`config.mk`:
```
export PLATFORM = sky130hd
export DESIGN_NAME = turtle_segment_generator_flat
export DESIGN_NICKNAME = d
export VERILOG_FILES = /design/src/rtl/tsg_pkg.sv /design/src/rtl/tsg_if.sv /design/src/rtl/tsg_regs.sv /design/src/rtl/tsg_disp.sv /design/src/rtl/tsg_stack.sv /design/src/rtl/turtle_segment_generator.sv /design/src/flat_wrapper.sv
export SDC_FILE = /design/constraint.sdc
export NUM_CORES = 2
export LEC_CHECK = 0
export BUFFER_PORTS_ARGS = -buffer_cell sky130_fd_sc_hd__buf_4
export CAP_MARGIN = 10
export CORE_ASPECT_RATIO = 1.1
export CORE_MARGIN = 4
export CORE_UTILIZATION = 63
export DETAILED_ROUTE_END_ITERATION = 6
export PLACE_DENSITY = 0.79
export SETUP_SLACK_MARGIN = 0.5
export SLEW_MARGIN = 20
export SYNTH_ARGS = -nofsm -noshare
export SYNTH_HDL_FRONTEND = slang
export SYNTH_HIERARCHICAL = 1
export SYNTH_SLANG_ARGS = --single-unit
```
`constraint.sdc`:
```
create_clock -name clk -period 13.81 [get_ports clk]
set_clock_uncertainty 0.05 [all_clocks]
set_input_delay 0 -clock clk [delete_from_list [all_inputs] [get_ports clk]]
set_output_delay 0 -clock clk [all_outputs]
set_load 0.02 [all_outputs]
```
`src/rtl/tsg_pkg.sv`:
```
// Package for the turtle segment generator: widths, command codes, sine table
// and angle helpers. No dependencies; every other file imports it.
package tsg_pkg;

    localparam int POS_W     = 24;
    localparam int STEP_W    = 8;
    localparam int ANGLE_W   = 9;
    localparam int SYM_W     = 8;
    localparam int SIN_W     = 13;
    localparam int TRIG_FRAC = 12;
    localparam int ADDR_W    = 3;
    localparam int DATA_W    = 32;
    localparam int SIN_IDX_W = 7;

    typedef logic signed [POS_W-1:0] pos_t;
    typedef logic [ANGLE_W-1:0]      angle_t;
    typedef logic [STEP_W-1:0]       step_t;
    typedef logic [SYM_W-1:0]        sym_t;

    localparam logic KIND_COMMAND = 1'b0;
    localparam logic KIND_RESTART = 1'b1;

    localparam logic RES_SEGMENT  = 1'b0;
    localparam logic RES_OVERFLOW = 1'b1;

    localparam sym_t SYM_FORWARD    = 8'h46;
    localparam sym_t SYM_TURN_PLUS  = 8'h2B;
    localparam sym_t SYM_TURN_MINUS = 8'h2D;
    localparam sym_t SYM_PUSH       = 8'h5B;
    localparam sym_t SYM_POP        = 8'h5D;

    typedef enum logic {
        REG_STEP_LENGTH = 1'b0,
        REG_TURN_ANGLE  = 1'b1
    } reg_idx_t;

    localparam step_t  STEP_LENGTH_RESET = 8'd10;
    localparam angle_t TURN_ANGLE_RESET  = 9'd90;
    localparam angle_t START_HEADING     = 9'd270;
    localparam angle_t QUARTER_TURN      = 9'd90;
    localparam angle_t HALF_TURN         = 9'd180;
    localparam logic [ANGLE_W:0] FULL_TURN = 10'd360;

    localparam logic [SIN_W-1:0] SINE_Q12 [91] = '{
        13'd0,    13'd71,   13'd143,  13'd214,  13'd286,
        13'd357,  13'd428,  13'd499,  13'd570,  13'd641,
        13'd711,  13'd782,  13'd852,  13'd921,  13'd991,
        13'd1060, 13'd1129, 13'd1198, 13'd1266, 13'd1334,
        13'd1401, 13'd1468, 13'd1534, 13'd1600, 13'd1666,
        13'd1731, 13'd1796, 13'd1860, 13'd1923, 13'd1986,
        13'd2048, 13'd2110, 13'd2171, 13'd2231, 13'd2290,
        13'd2349, 13'd2408, 13'd2465, 13'd2522, 13'd2578,
        13'd2633, 13'd2687, 13'd2741, 13'd2793, 13'd2845,
        13'd2896, 13'd2946, 13'd2996, 13'd3044, 13'd3091,
        13'd3138, 13'd3183, 13'd3228, 13'd3271, 13'd3314,
        13'd3355, 13'd3396, 13'd3435, 13'd3474, 13'd3511,
        13'd3547, 13'd3582, 13'd3617, 13'd3650, 13'd3681,
        13'd3712, 13'd3742, 13'd3770, 13'd3798, 13'd3824,
        13'd3849, 13'd3873, 13'd3896, 13'd3917, 13'd3937,
        13'd3956, 13'd3974, 13'd3991, 13'd4006, 13'd4021,
        13'd4034, 13'd4046, 13'd4056, 13'd4065, 13'd4074,
        13'd4080, 13'd4086, 13'd4090, 13'd4094, 13'd4095,
        13'd4096
    };

    typedef struct packed {
        logic             neg;
        logic [SIN_W-1:0] mag;
    } trig_t;

    typedef struct packed {
        logic push;
        logic pop;
        logic clear;
    } stk_ctrl_t;

    typedef struct packed {
        logic empty;
        logic full;
    } stk_stat_t;

    typedef struct packed {
        logic result_kind;
        pos_t start_x;
        pos_t start_y;
        pos_t end_x;
        pos_t end_y;
    } seg_item_t;

    // Both arguments in 0..359.
    function automatic angle_t add_angle(input angle_t a, input angle_t b);
        logic [ANGLE_W:0] s;
        s = {1'b0, a} + {1'b0, b};
        if (s >= FULL_TURN)
            s = s - FULL_TURN;
        return s[ANGLE_W-1:0];
    endfunction

    function automatic angle_t sub_angle(input angle_t a, input angle_t b);
        logic [ANGLE_W:0] s;
        s = {1'b0, a} + FULL_TURN - {1'b0, b};
        if (s >= FULL_TURN)
            s = s - FULL_TURN;
        return s[ANGLE_W-1:0];
    endfunction

    // Any 9-bit value down to 0..359.
    function automatic angle_t wrap_angle(input angle_t a);
        logic [ANGLE_W:0] s;
        s = {1'b0, a};
        if (s >= FULL_TURN)
            s = s - FULL_TURN;
        return s[ANGLE_W-1:0];
    endfunction

    // Fold a heading in 0..359 onto the quarter-wave table.
    function automatic trig_t sine_of(input angle_t deg);
        angle_t d;
        trig_t  r;
        r.neg = (deg >= HALF_TURN);
        d = r.neg ? (deg - HALF_TURN) : deg;
        if (d > QUARTER_TURN)
            d = HALF_TURN - d;
        r.mag = SINE_Q12[d[SIN_IDX_W-1:0]];
        return r;
    endfunction

endpackage

```
`src/rtl/tsg_if.sv`:
```
// Valid/ready channel interfaces for command items and segment results.
// Depends on tsg_pkg.
interface tsg_cmd_if;
    import tsg_pkg::*;

    logic valid;
    logic ready;
    logic kind;
    sym_t symbol;

    modport source (output valid, output kind, output symbol, input ready);
    modport sink   (input valid, input kind, input symbol, output ready);
endinterface

interface tsg_seg_if;
    import tsg_pkg::*;

    logic valid;
    logic ready;
    logic result_kind;
    pos_t start_x;
    pos_t start_y;
    pos_t end_x;
    pos_t end_y;

    modport source (output valid, output result_kind, output start_x, output start_y,
                    output end_x, output end_y, input ready);
    modport sink   (input valid, input result_kind, input start_x, input start_y,
                    input end_x, input end_y, output ready);
endinterface

```
`src/rtl/tsg_regs.sv`:
```
// APB-style configuration registers: step length and turn angle.
// Depends on tsg_pkg.
module tsg_regs
(
    input  logic                       clk,
    input  logic                       rst_n,
    input  logic                       psel,
    input  logic                       penable,
    input  logic                       pwrite,
    input  logic [tsg_pkg::ADDR_W-1:0] paddr,
    input  logic [tsg_pkg::DATA_W-1:0] pwdata,
    output logic [tsg_pkg::DATA_W-1:0] prdata,
    output logic                       pready,
    output tsg_pkg::step_t             step_length,
    output tsg_pkg::angle_t            turn_angle
);
    import tsg_pkg::*;

    step_t    step_reg;
    angle_t   turn_reg;
    reg_idx_t reg_idx;
    logic     wr_en;

    assign pready  = 1'b1;
    assign reg_idx = reg_idx_t'(paddr[ADDR_W-1]);
    assign wr_en   = psel && penable && pwrite;

    always_ff @(posedge clk or negedge rst_n)
    begin
        if (!rst_n)
        begin
            step_reg <= STEP_LENGTH_RESET;
            turn_reg <= TURN_ANGLE_RESET;
        end
        else if (wr_en)
        begin
            unique case (reg_idx)
                REG_STEP_LENGTH: step_reg <= pwdata[STEP_W-1:0];
                REG_TURN_ANGLE:  turn_reg <= pwdata[ANGLE_W-1:0];
                default:         ;
            endcase
        end
    end

    always_comb
    begin
        unique case (reg_idx)
            REG_STEP_LENGTH: prdata = DATA_W'(step_reg);
            REG_TURN_ANGLE:  prdata = DATA_W'(turn_reg);
            default:         prdata = '0;
        endcase
    end

    assign step_length = step_reg;
    assign turn_angle  = wrap_angle(turn_reg);

endmodule

```
`src/rtl/tsg_disp.sv`:
```
// Per-axis displacement for one forward step: sine lookup, multiply, round.
// Depends on tsg_pkg.
module tsg_disp
#(
    parameter int POS_FRAC_BITS = 8
)
(
    input  tsg_pkg::angle_t heading,
    input  tsg_pkg::step_t  step_length,
    output tsg_pkg::pos_t   disp_x,
    output tsg_pkg::pos_t   disp_y
);
    import tsg_pkg::*;

    localparam int PROD_W  = STEP_W + SIN_W;
    localparam int ROUND_W = PROD_W + POS_FRAC_BITS + 1;
    localparam int HALF_LSB = 1 << (TRIG_FRAC - 1);

    angle_t             lane_deg [2];
    trig_t              lane_trig[2];
    logic [PROD_W-1:0]  lane_prod[2];
    logic [ROUND_W-1:0] lane_rnd [2];
    logic [POS_W-1:0]   lane_mag [2];
    pos_t               lane_disp[2];

    always_comb
    begin
        lane_deg[0] = add_angle(heading, QUARTER_TURN);
        lane_deg[1] = heading;
        for (int i = 0; i < 2; i++)
        begin
            lane_trig[i] = sine_of(lane_deg[i]);
            lane_prod[i] = PROD_W'(step_length) * PROD_W'(lane_trig[i].mag);
            lane_rnd[i]  = (ROUND_W'(lane_prod[i]) << POS_FRAC_BITS) + ROUND_W'(HALF_LSB);
            lane_mag[i]  = POS_W'(lane_rnd[i] >> TRIG_FRAC);
            lane_disp[i] = lane_trig[i].neg ? pos_t'(-lane_mag[i]) : pos_t'(lane_mag[i]);
        end
    end

    assign disp_x = lane_disp[0];
    assign disp_y = lane_disp[1];

endmodule

```
`src/rtl/tsg_stack.sv`:
```
// Position stack: top entry in a register, older entries in a memory with
// a registered read of the entry below the top. Depends on tsg_pkg.
module tsg_stack
#(
    parameter int STACK_DEPTH = 16
)
(
    input  logic                 clk,
    input  logic                 rst_n,
    input  tsg_pkg::stk_ctrl_t   ctrl,
    input  tsg_pkg::pos_t        push_x,
    input  tsg_pkg::pos_t        push_y,
    output tsg_pkg::pos_t        top_x,
    output tsg_pkg::pos_t        top_y,
    output tsg_pkg::stk_stat_t   stat
);
    import tsg_pkg::*;

    localparam int CW = $clog2(STACK_DEPTH + 1);
    localparam int AW = (STACK_DEPTH > 1) ? $clog2(STACK_DEPTH) : 1;
    localparam int EW = 2 * POS_W;

    logic [EW-1:0] mem [STACK_DEPTH];
    logic [CW-1:0] count_reg;
    logic [CW-1:0] count_next;
    logic [EW-1:0] top_reg;
    logic [EW-1:0] top_next;
    logic [EW-1:0] below_reg;
    logic [CW-1:0] wr_pos;
    logic [CW-1:0] rd_pos;
    logic [AW-1:0] wr_addr;
    logic [AW-1:0] rd_addr;
    logic          wr_en;

    assign stat.empty = (count_reg == '0);
    assign stat.full  = (count_reg == CW'(STACK_DEPTH));

    always_comb
    begin
        count_next = count_reg;
        top_next   = top_reg;
        wr_en      = 1'b0;
        priority if (ctrl.clear)
        begin
            count_next = '0;
        end
        else if (ctrl.push && !stat.full)
        begin
            count_next = count_reg + CW'(1);
            top_next   = {push_x, push_y};
            wr_en      = !stat.empty;
        end
        else if (ctrl.pop && !stat.empty)
        begin
            count_next = count_reg - CW'(1);
            top_next   = below_reg;
        end
        else
        begin
            count_next = count_reg;
        end
    end

    assign wr_pos  = count_reg - CW'(1);
    assign rd_pos  = count_next - CW'(2);
    assign wr_addr = wr_pos[AW-1:0];
    assign rd_addr = rd_pos[AW-1:0];

    always_ff @(posedge clk or negedge rst_n)
    begin
        if (!rst_n)
            count_reg <= '0;
        else
            count_reg <= count_next;
    end

    always_ff @(posedge clk)
    begin
        if (wr_en)
            mem[wr_addr] <= top_reg;
        below_reg <= (wr_en && (wr_addr == rd_addr)) ? top_reg : mem[rd_addr];
        top_reg   <= top_next;
    end

    assign top_x = top_reg[EW-1:POS_W];
    assign top_y = top_reg[POS_W-1:0];

endmodule

```
`src/rtl/turtle_segment_generator.sv`:
```
// Turtle segment generator: returns a result for a forward step or a push onto
// a full stack through the command and output registers. It takes one command
// transaction per clock, set by the update of heading, position and the stack
// top register, which each command reads and writes before the next may follow;
// only a command that gives a result waits, while the previous result in the
// output register is unread; other commands keep flowing meanwhile.
// Depends on tsg_pkg, tsg_if, tsg_regs, tsg_disp and tsg_stack.
module turtle_segment_generator
#(
    parameter int STACK_DEPTH   = 16,
    parameter int POS_FRAC_BITS = 8
)
(
    input  logic                       clk,
    input  logic                       rst_n,
    tsg_cmd_if.sink                    cmd,
    tsg_seg_if.source                  seg,
    input  logic                       psel,
    input  logic                       penable,
    input  logic                       pwrite,
    input  logic [tsg_pkg::ADDR_W-1:0] paddr,
    input  logic [tsg_pkg::DATA_W-1:0] pwdata,
    output logic [tsg_pkg::DATA_W-1:0] prdata,
    output logic                       pready
);
    import tsg_pkg::*;

    step_t     step_length;
    angle_t    turn_angle;
    pos_t      disp_x;
    pos_t      disp_y;
    pos_t      top_x;
    pos_t      top_y;
    stk_ctrl_t stk_ctrl;
    stk_stat_t stk_stat;

    logic      s1_valid_reg;
    logic      s1_kind_reg;
    sym_t      s1_symbol_reg;

    pos_t      pos_x_reg;
    pos_t      pos_x_next;
    pos_t      pos_y_reg;
    pos_t      pos_y_next;
    angle_t    heading_reg;
    angle_t    heading_next;

    logic      out_valid_reg;
    seg_item_t out_item_reg;
    seg_item_t out_item_next;

    logic      is_cmd;
    logic      is_forward;
    logic      is_push;
    logic      is_pop;
    logic      has_result;
    logic      out_free;
    logic      advance;
    pos_t      end_x;
    pos_t      end_y;

    tsg_regs u_regs
    (
        .clk         (clk),
        .rst_n       (rst_n),
        .psel        (psel),
        .penable     (penable),
        .pwrite      (pwrite),
        .paddr       (paddr),
        .pwdata      (pwdata),
        .prdata      (prdata),
        .pready      (pready),
        .step_length (step_length),
        .turn_angle  (turn_angle)
    );

    tsg_disp #(.POS_FRAC_BITS(POS_FRAC_BITS)) u_disp
    (
        .heading     (heading_reg),
        .step_length (step_length),
        .disp_x      (disp_x),
        .disp_y      (disp_y)
    );

    tsg_stack #(.STACK_DEPTH(STACK_DEPTH)) u_stack
    (
        .clk    (clk),
        .rst_n  (rst_n),
        .ctrl   (stk_ctrl),
        .push_x (pos_x_reg),
        .push_y (pos_y_reg),
        .top_x  (top_x),
        .top_y  (top_y),
        .stat   (stk_stat)
    );

    assign is_cmd     = s1_valid_reg && (s1_kind_reg == KIND_COMMAND);
    assign is_forward = is_cmd && (s1_symbol_reg == SYM_FORWARD);
    assign is_push    = is_cmd && (s1_symbol_reg == SYM_PUSH);
    assign is_pop     = is_cmd && (s1_symbol_reg == SYM_POP);
    assign has_result = is_forward || (is_push && stk_stat.full);
    assign out_free   = !out_valid_reg || seg.ready;
    assign advance    = s1_valid_reg && (!has_result || out_free);
    assign cmd.ready  = !s1_valid_reg || advance;

    assign stk_ctrl.clear = advance && (s1_kind_reg == KIND_RESTART);
    assign stk_ctrl.push  = advance && is_push;
    assign stk_ctrl.pop   = advance && is_pop;

    assign end_x = pos_x_reg + disp_x;
    assign end_y = pos_y_reg + disp_y;

    always_comb
    begin
        pos_x_next   = pos_x_reg;
        pos_y_next   = pos_y_reg;
        heading_next = heading_reg;
        if (s1_kind_reg == KIND_RESTART)
        begin
            pos_x_next   = '0;
            pos_y_next   = '0;
            heading_next = START_HEADING;
        end
        else
        begin
            unique case (s1_symbol_reg)
                SYM_FORWARD:
                begin
                    pos_x_next = end_x;
                    pos_y_next = end_y;
                end
                SYM_TURN_PLUS:  heading_next = add_angle(heading_reg, turn_angle);
                SYM_TURN_MINUS: heading_next = sub_angle(heading_reg, turn_angle);
                SYM_POP:
                begin
                    if (!stk_stat.empty)
                    begin
                        pos_x_next = top_x;
                        pos_y_next = top_y;
                    end
                end
                default: ;
            endcase
        end
    end

    always_comb
    begin
        if (is_forward)
            out_item_next = '{RES_SEGMENT, pos_x_reg, pos_y_reg, end_x, end_y};
        else
            out_item_next = '{RES_OVERFLOW, '0, '0, '0, '0};
    end

    always_ff @(posedge clk or negedge rst_n)
    begin
        if (!rst_n)
        begin
            s1_valid_reg  <= 1'b0;
            pos_x_reg     <= '0;
            pos_y_reg     <= '0;
            heading_reg   <= START_HEADING;
            out_valid_reg <= 1'b0;
        end
        else
        begin
            if (cmd.ready)
                s1_valid_reg <= cmd.valid;
            if (advance)
            begin
                pos_x_reg   <= pos_x_next;
                pos_y_reg   <= pos_y_next;
                heading_reg <= heading_next;
            end
            if (advance && has_result)
                out_valid_reg <= 1'b1;
            else if (seg.ready)
                out_valid_reg <= 1'b0;
        end
    end

    always_ff @(posedge clk)
    begin
        if (cmd.valid && cmd.ready)
        begin
            s1_kind_reg   <= cmd.kind;
            s1_symbol_reg <= cmd.symbol;
        end
        if (advance && has_result)
            out_item_reg <= out_item_next;
    end

    assign seg.valid       = out_valid_reg;
    assign seg.result_kind = out_item_reg.result_kind;
    assign seg.start_x     = out_item_reg.start_x;
    assign seg.start_y     = out_item_reg.start_y;
    assign seg.end_x       = out_item_reg.end_x;
    assign seg.end_y       = out_item_reg.end_y;

endmodule

```
`src/flat_wrapper.sv`:
```
// flat-port wrapper written by rule: the top's interface ports become plain ports
module turtle_segment_generator_flat import tsg_pkg::*;
#(
    parameter int STACK_DEPTH   = 16,
    parameter int POS_FRAC_BITS = 8
)
  (clk, rst_n, psel, penable, pwrite, paddr, pwdata, prdata, pready, cmd_valid, cmd_kind, cmd_symbol, cmd_ready, seg_valid, seg_result_kind, seg_start_x, seg_start_y, seg_end_x, seg_end_y, seg_ready);
  tsg_cmd_if cmd_i ();
  tsg_seg_if seg_i ();
  input  logic clk;
  input  logic rst_n;
  input  logic psel;
  input  logic penable;
  input  logic pwrite;
  input  logic [tsg_pkg::ADDR_W-1:0] paddr;
  input  logic [tsg_pkg::DATA_W-1:0] pwdata;
  output logic [tsg_pkg::DATA_W-1:0] prdata;
  output logic pready;
  input wire logic [$bits(cmd_i.valid)-1:0] cmd_valid;
  input wire logic [$bits(cmd_i.kind)-1:0] cmd_kind;
  input wire logic [$bits(cmd_i.symbol)-1:0] cmd_symbol;
  output wire logic [$bits(cmd_i.ready)-1:0] cmd_ready;
  output wire logic [$bits(seg_i.valid)-1:0] seg_valid;
  output wire logic [$bits(seg_i.result_kind)-1:0] seg_result_kind;
  output wire logic [$bits(seg_i.start_x)-1:0] seg_start_x;
  output wire logic [$bits(seg_i.start_y)-1:0] seg_start_y;
  output wire logic [$bits(seg_i.end_x)-1:0] seg_end_x;
  output wire logic [$bits(seg_i.end_y)-1:0] seg_end_y;
  input wire logic [$bits(seg_i.ready)-1:0] seg_ready;
  assign cmd_i.valid = cmd_valid;
  assign cmd_i.kind = cmd_kind;
  assign cmd_i.symbol = cmd_symbol;
  assign cmd_ready = cmd_i.ready;
  assign seg_valid = seg_i.valid;
  assign seg_result_kind = seg_i.result_kind;
  assign seg_start_x = seg_i.start_x;
  assign seg_start_y = seg_i.start_y;
  assign seg_end_x = seg_i.end_x;
  assign seg_end_y = seg_i.end_y;
  assign seg_i.ready = seg_ready;
  turtle_segment_generator #(.STACK_DEPTH(STACK_DEPTH), .POS_FRAC_BITS(POS_FRAC_BITS)) u_core (.clk(clk), .rst_n(rst_n), .cmd(cmd_i), .seg(seg_i), .psel(psel), .penable(penable), .pwrite(pwrite), .paddr(paddr), .pwdata(pwdata), .prdata(prdata), .pready(pready));
endmodule
```
Word level (Yosys, flattened, before mapping)
Memory sizes are Yosys's and may differ from the RTL's. A register that Yosys moved wholly into a read port is not among the register bits.
Cells that the tools add are included.
{"block": "totals", "ff_bits": 235, "latchBits": 0, "ramBits": 768, "romBits": 3328, "input_bits": 51, "output_inout_bits": 132, "elab_cells": 133, "memories": 3}
{"memory": "(name not given)", "depth": 128, "width": 13, "read_ports": 1, "rd_ports_with_merged_regs": 0, "wr": 0, "line_no": "tsg_pkg.sv:124", "source": "r.mag = SINE_Q12[d[SIN_IDX_W-1:0]];"}
{"memory": "(name not given)", "depth": 128, "width": 13, "read_ports": 1, "rd_ports_with_merged_regs": 0, "wr": 0, "line_no": "tsg_pkg.sv:124"}
{"memory": "u_core.u_stack.mem", "depth": 16, "width": 48, "read_ports": 1, "rd_ports_with_merged_regs": 1, "wr": 1, "line_no": "tsg_stack.sv:23", "source": "logic [EW-1:0] mem [STACK_DEPTH];"}
{"block": "classes", "addsub": 21, "multipliers": 2, "div_mod_pow": 0, "order_cmp": 10, "eq_ne": 7, "shift": 0, "muxes": 35, "bitwise_logic": 5, "reduce_logical": 34}
{"operator": "24-bit two-way mux", "count": 6}
{"operator": "97-bit two-way mux", "count": 1}
{"operator": "48-bit two-way mux", "count": 2}
{"operator": "24-bit one-hot mux with 2 select lines", "count": 2}
{"operator": "32-bit one-hot mux with 2 select lines", "count": 1}
{"operator": "9-bit two-way mux", "count": 7}
{"operator": "29-bit by 12-bit adder with 30-bit output (second input constant)", "count": 2}
{"operator": "13-bit two-way mux", "count": 4}
{"operator": "24-bit adder", "count": 2}
{"operator": "18-bit negator with 24-bit output", "count": 2}
{"operator": "8-bit by 13-bit multiplier with 21-bit output", "count": 2}
{"operator": "9-bit subtractor (second input constant)", "count": 4}
{"operator": "10-bit by 9-bit greater-or-equal comparator with 1-bit output (second input constant)", "count": 3}
{"operator": "8-bit by 7-bit equality test with 1-bit output (second input constant)", "count": 3}
{"operator": "9-bit by 8-bit greater-or-equal comparator with 1-bit output (second input constant)", "count": 2}
{"operator": "9-bit by 7-bit > comparator with 1-bit output (second input constant)", "count": 2}
{"operator": "9-bit one-hot mux with 2 select lines", "count": 1}
{"operator": "9-bit by 8-bit subtractor with 9-bit output (second input constant)", "count": 2}
{"operator": "8-bit by 6-bit equality test with 1-bit output (second input constant)", "count": 2}
{"operator": "8-bit greater-or-equal comparator (second input constant)", "count": 2}
{"operator": "7-bit NOT with 8-bit output", "count": 2}
{"operator": "1-bit logical AND", "count": 15}
{"operator": "5-bit two-way mux", "count": 3}
{"operator": "7-bit two-way mux", "count": 2}
{"operator": "20 further kinds", "count": 40}

Logic depth before layout (Yosys ltp)
{"block": "depth", "ltp_word": 18, "depth_mapped": 57, "ltp_nobuf": 54}

Cells and area by module
The synthesis kept the hierarchy.
{"mod": "tsg_stack", "n_inst": 1, "cells_each": 1376, "area_each_um2": 31637.8, "seq_area_each_um2": 24708.7}
{"mod": "tsg_disp", "n_inst": 1, "cells_each": 1719, "area_each_um2": 12668.4, "seq_area_each_um2": 0.0}
{"mod": "turtle_segment_generator", "n_inst": 1, "cells_each": 1038, "area_each_um2": 10307.4, "seq_area_each_um2": 4664.5}
{"mod": "tsg_regs", "n_inst": 1, "cells_each": 104, "area_each_um2": 1177.4, "seq_area_each_um2": 432.9}

Worst setup path before layout
OpenSTA, ideal clock, no wires.
{"block": "synth_path", "kind": "register -> register", "from": "reg u_core.heading_reg[3]", "to": "reg u_core.pos_x_reg[20]", "setup_ps": 131, "arrival_time_ps": 12594, "required_ps": 13629, "setup_slack_ps": 1035, "stages_incl_launch_ff": 55, "n_path_buf": 2, "synth_period_minus_slack_ps": 12775, "cell_sequence": "dfstp_2 buf_2 inv_1 ha_1 a21oi_1 xnor2_1 ha_1 or4_1 o211a_1 o22a_1 o21a_1 a31o_2 a41oi_4 mux2i_1 a31oi_4 mux2_4 buf_2 ha_1 [... 19 more ...] a211o_1 a2111o_1 nand2_1 xnor2_1 and3_1 nand3_1 xnor2_1 nor3_1 nor2_1 xnor2_1 ha_1 a21o_1 a21oi_1 o2111ai_1 a31oi_1 o21bai_1 nor4b_1 or3_1"}
{"block": "synth_via", "elab_chain_cells": 18, "elab_cells_between_ends": 21, "cone_classes": "7 x add/sub; 1 x mul; 3 x order compare; 8 x mux; 1 x bitwise; 1 x memory"}
{"element": "start: declaration", "line_no": "turtle_segment_generator.sv:45", "source": "angle_t heading_reg;"}
{"element": "start signal: assignment", "line_no": "turtle_segment_generator.sv:173", "source": "heading_reg <= heading_next;"}
{"element": "9-bit by 7-bit adder with 10-bit output *", "line_no": "tsg_pkg.sv:93", "source": "s = {1'b0, a} + {1'b0, b};"}
{"element": "9-bit subtractor / 10-bit by 9-bit greater-or-equal comparator with 1-bit output (equally long branches)", "line_no": "tsg_pkg.sv:95, tsg_pkg.sv:94"}
{"element": "9-bit two-way mux *", "line_no": "tsg_pkg.sv:94", "source": "if (s >= FULL_TURN)"}
{"element": "9-bit by 8-bit subtractor with 9-bit output / 9-bit by 8-bit greater-or-equal comparator with 1-bit output (equally long branches)", "line_no": "tsg_pkg.sv:121, tsg_pkg.sv:120"}
{"element": "9-bit two-way mux", "line_no": "tsg_pkg.sv:121", "source": "d = r.neg ? (deg - HALF_TURN) : deg;"}
{"element": "9-bit by 7-bit > comparator with 1-bit output / 6-bit by 7-bit subtractor with 7-bit output (equally long branches)", "line_no": "tsg_pkg.sv:122, tsg_pkg.sv:123"}
{"element": "7-bit two-way mux", "line_no": "tsg_pkg.sv:122", "source": "if (d > QUARTER_TURN)"}
{"element": "7-bit NOT with 8-bit output (implied by the code)", "line_no": "tsg_pkg.sv:124"}
{"element": "[... 3 more ...]"}
{"element": "8-bit by 13-bit multiplier with 21-bit output", "line_no": "tsg_disp.sv:33", "source": "lane_prod[i] = PROD_W'(step_length) * PROD_W'(lane_trig[i].mag);"}
{"element": "29-bit by 12-bit adder with 30-bit output", "line_no": "tsg_disp.sv:34", "source": "lane_rnd[i] = (ROUND_W'(lane_prod[i]) << POS_FRAC_BITS) + ROUND_W'(HALF_LSB);"}
{"element": "18-bit negator with 24-bit output", "line_no": "tsg_disp.sv:36", "source": "lane_disp[i] = lane_trig[i].neg ? pos_t'(-lane_mag[i]) : pos_t'(lane_mag[i]);"}
{"element": "24-bit two-way mux *", "line_no": "tsg_disp.sv:36"}
{"element": "net u_core.disp_x[15]", "line_no": "turtle_segment_generator.sv:30", "source": "pos_t disp_x;"}
{"element": "24-bit adder *", "line_no": "turtle_segment_generator.sv:110", "source": "assign end_x = pos_x_reg + disp_x;"}
{"element": "24-bit one-hot mux with 2 select lines *", "line_no": "turtle_segment_generator.sv:126", "source": "unique case (s1_symbol_reg)"}
{"element": "24-bit two-way mux *", "line_no": "turtle_segment_generator.sv:118", "source": "if (s1_kind_reg == KIND_RESTART)"}
{"element": "end signal: assignment", "line_no": "turtle_segment_generator.sv:171", "source": "pos_x_reg <= pos_x_next;"}
{"element": "end: declaration", "line_no": "turtle_segment_generator.sv:41", "source": "pos_t pos_x_reg;"}
The timed path passes the listed nets; every way through them passes the cells marked *. The select of a mux whose other input is x is not followed.
A chain may end at the register's enable or synchronous reset.

Final worst setup path
{"block": "layout_path", "from": "reg u_core.heading_reg[1]", "to": "reg u_core.pos_x_reg[20]"}
Same word-level chain as after synthesis.

==> run metrics <==
CTS sink count 1,007; area grow syn2layout 11.28%; sequential-to-total area share from yosys stat 0.5342; largest family of logic cells by synthesized area compound AO/OA/AOI/OAI gates; fin area about 62,000 µm²; Slew headroom 0.1992; # fillers approximately 5.8k; htree depth 3; Initial Util 0.6350; Die Height 320.1 µm; RSZ-0062 raised after global routing true; largest net degree at the start of global routing 88; max reg flops 768; ys async rst share 0.08044; flops & latches, synth 1,007; Setup violations, final 0; Post-synth EDFFs 922; M2 GR Usage 0.5204; CTS Buf Count 95; Die W between 200 and 300 µm; Tcrit/Tclk final 0.9282; DIE AREA 93,390 µm²; Simple-Gate Fraction of Synth Area 0.09150; CTS Buffer Depth 3; Final Wtd Congestion ~0.95; worst setup path startpoint u_core/heading_reg[1]; io pins 183; routed length per instance 27.38 µm; core area 87,860 µm²; final hold vios 0; Distinct cells, synth 130; Syn Area/Cell about 13 µm²; DRT iter0 DRCs 4,366; Worst setup SP type flip-flop; WP data required around 14 ns; Buffers & Inverters on Critical Path 6; fin crit period 12.82 ns; Routed WL 154.4 mm; maxcap violations 0; Worst setup EP type flip-flop; fin nets 4,768; met1 Usage GRT 0.4410; Worst Max-Slew Pin Slew 1.201 ns; fraction of layout cells with a size suffix above 1 0.1732; I/O Buffers 133; multi-input logic area 24,080 µm²; drt drc 0; post-synthesis compound-gate area fraction 0.1087; setup slack, reg-to-reg 0.99 ns; FF-to-FF path depth 49; CTS root buffer clkbuf_16; FMAX 78.01 MHz; Critical-path top delay cell dfstp_2; Slowest Stage Delay on Critical Path approximately 0.61 ns; number of global-route vias before repair 38.19k; area of all sequential standard cells 29,820 µm²; Rows 114; status finished clean; mapped cell area 55,790 µm²; Global Route met3 Usage 0.06765; WHS Path Cells 2; gr busiest metal met2; Post-Synth Adder-Cell Area 0.09092; CTS clk-pin slew, worst paths 0.07 ns; CTS tree done; Slew Limit Fails 0; first-pass GRT wire length 232.8 mm; dpl hpwl 93.16 mm; crit path DAT 13.31 ns; DR pass1 iterations 6; Main synth FF type edfxtp_1; Hold Path Sink u_core/s1_symbol_reg[0]; hold_sp cmd_symbol[0]; kind of critical path flip-flop to flip-flop; worst skew pair latency a little under 0.7 ns; critical path peak fanout 8; CP top delay family compound AO/OA/AOI/OAI gates; Vias 37.89k; antenna violations before repair 8; YS warnings 6; vias per cell 6.719; Placed Area 58,090 µm²; reg2reg start u_core/heading_reg[1]; Tot GR Track Use 0.3271; antenna-violating nets left 0; XOR/XNOR Fraction of Synth Area 0.02893; reg2reg end u_core/pos_x_reg[20]; Sum Neg Setup Slack 0 ns; grt total ovfl 0; Synth Instances 4,237; critical path's most frequent cell inv_1; mux share of post-synthesis cell area 0.1044; type of the most critical hold path primary input to flip-flop
[cell usage in the layout, fill, tap and decap left out, types with 33 or more instances in the layout]
cell           count
dfrtp_1           71
a31oi_1           33
o22ai_1           57
inv_1            246
nor3_1            54
nand3_1           71
a21oi_1          194
buf_4            249
mux2i_1           84
xnor2_1          128
ha_1             184
a211oi_1          80
edfxtp_1         922
o21ai_0          124
nor2_1           214
nand2_1          291
and2_1           184
fa_1             136
a21o_1            89
mux4_2           203
clkbuf_16         95
xor2_1            45
dlygate4sd3_1     34
[routing by layer]
metal / wire length [µm] / up-vias
met3: 17050 / 474
li1: - / 16220
met4: 8442 / 6
met5: 34 / -
met1: 56700 / 18690
met2: 72150 / 2505
[cells in the mapped netlist, types with 126 or more instances]
cell type | count | share of area
fa_1 | 136 | 0.049
mux4_2 | 203 | 0.082
nor2_1 | 237 | 0.016
nand2_1 | 292 | 0.020
ha_1 | 187 | 0.042
edfxtp_1 | 922 | 0.50
o21ai_0 | 126 | 0.011
clkbuf_1 | 128 | 0.0086
xnor2_1 | 133 | 0.021
and2_1 | 184 | 0.021
inv_1 | 247 | 0.017
a21oi_1 | 198 | 0.018
[worst max-delay path by stage]
stage	to	slack, ns	depth (start not counted)
finish	u_core/pos_x_reg[20]	0.99	49
global placement	u_core/seg.end_y[20]	0.78	48
global route	u_core/pos_x_reg[20]	0.40	50
CTS	u_core/pos_x_reg[20]	0.63	49
floorplan	u_core/pos_x_reg[20]	1.03	54
detailed placement	u_core/pos_x_reg[20]	0.55	49
[area by class of cell]
class | count | share of cell area
clock buffer | 114 | 0.04073
multi-input combinational | 2747 | 0.3879
sequential | 1007 | 0.4803
inverter | 253 | 0.01540
antenna | 4 | 0.0001612
clock inverter | 64 | 0.01384
tap | 1160 | 0.02338
timing repair buffer | 290 | 0.03833
[metrics by stage]
step / hold WS, ns / util / worst slack (ns) / instances
after detailed placement: -0.03984 / 0.6612 / 0.5453 / 5413
final: 0.03754 / 0.7066 / 0.9911 / 5639
after floorplan: -0.3456 / - / 1.035 / 4259
after global placement: -0.04050 / 0.6602 / 0.7813 / 5410
after global routing: 0.03393 / 0.7065 / 0.4033 / 5636
after CTS: 0.01390 / 0.7039 / 0.6261 / 5626
[cell families after synthesis]
kind of cell | count (synthesis)
AND/OR/NAND/NOR | 1021
flip-flops | 1007
AO/OA/AOI/OAI | 875
buffers and inverters | 505
adder cells (fa/ha/maj) | 324
multiplexers | 322
XOR/XNOR | 181
other | 2
[what timing repair did]
| action | CTS | global route |
|---|---|---|
| buffers inserted | 0 | 8 |
| hold endpoints to repair | 112 | 0 |
| setup endpoints to repair | 1 | 32 |
| hold buffers | 35 | 0 |
| pin swaps | 0 | 1 |
| resized for setup | 1 | 33 |
[worst reg2reg max path: cells and delay by family, from the launching register on]
kind | cells | cell delay, ns
buf+inv | 6 | 0.39
compound gates | 19 | 4.05
flops | 1 | 0.61
fa+ha+maj | 9 | 3.66
mux | 3 | 1.21
simple gates | 9 | 2.18
xor+xnor | 3 | 0.56
Power is not shown: default switching activity piles up to over one toggle a cycle in this logic, so the estimate is an artifact.
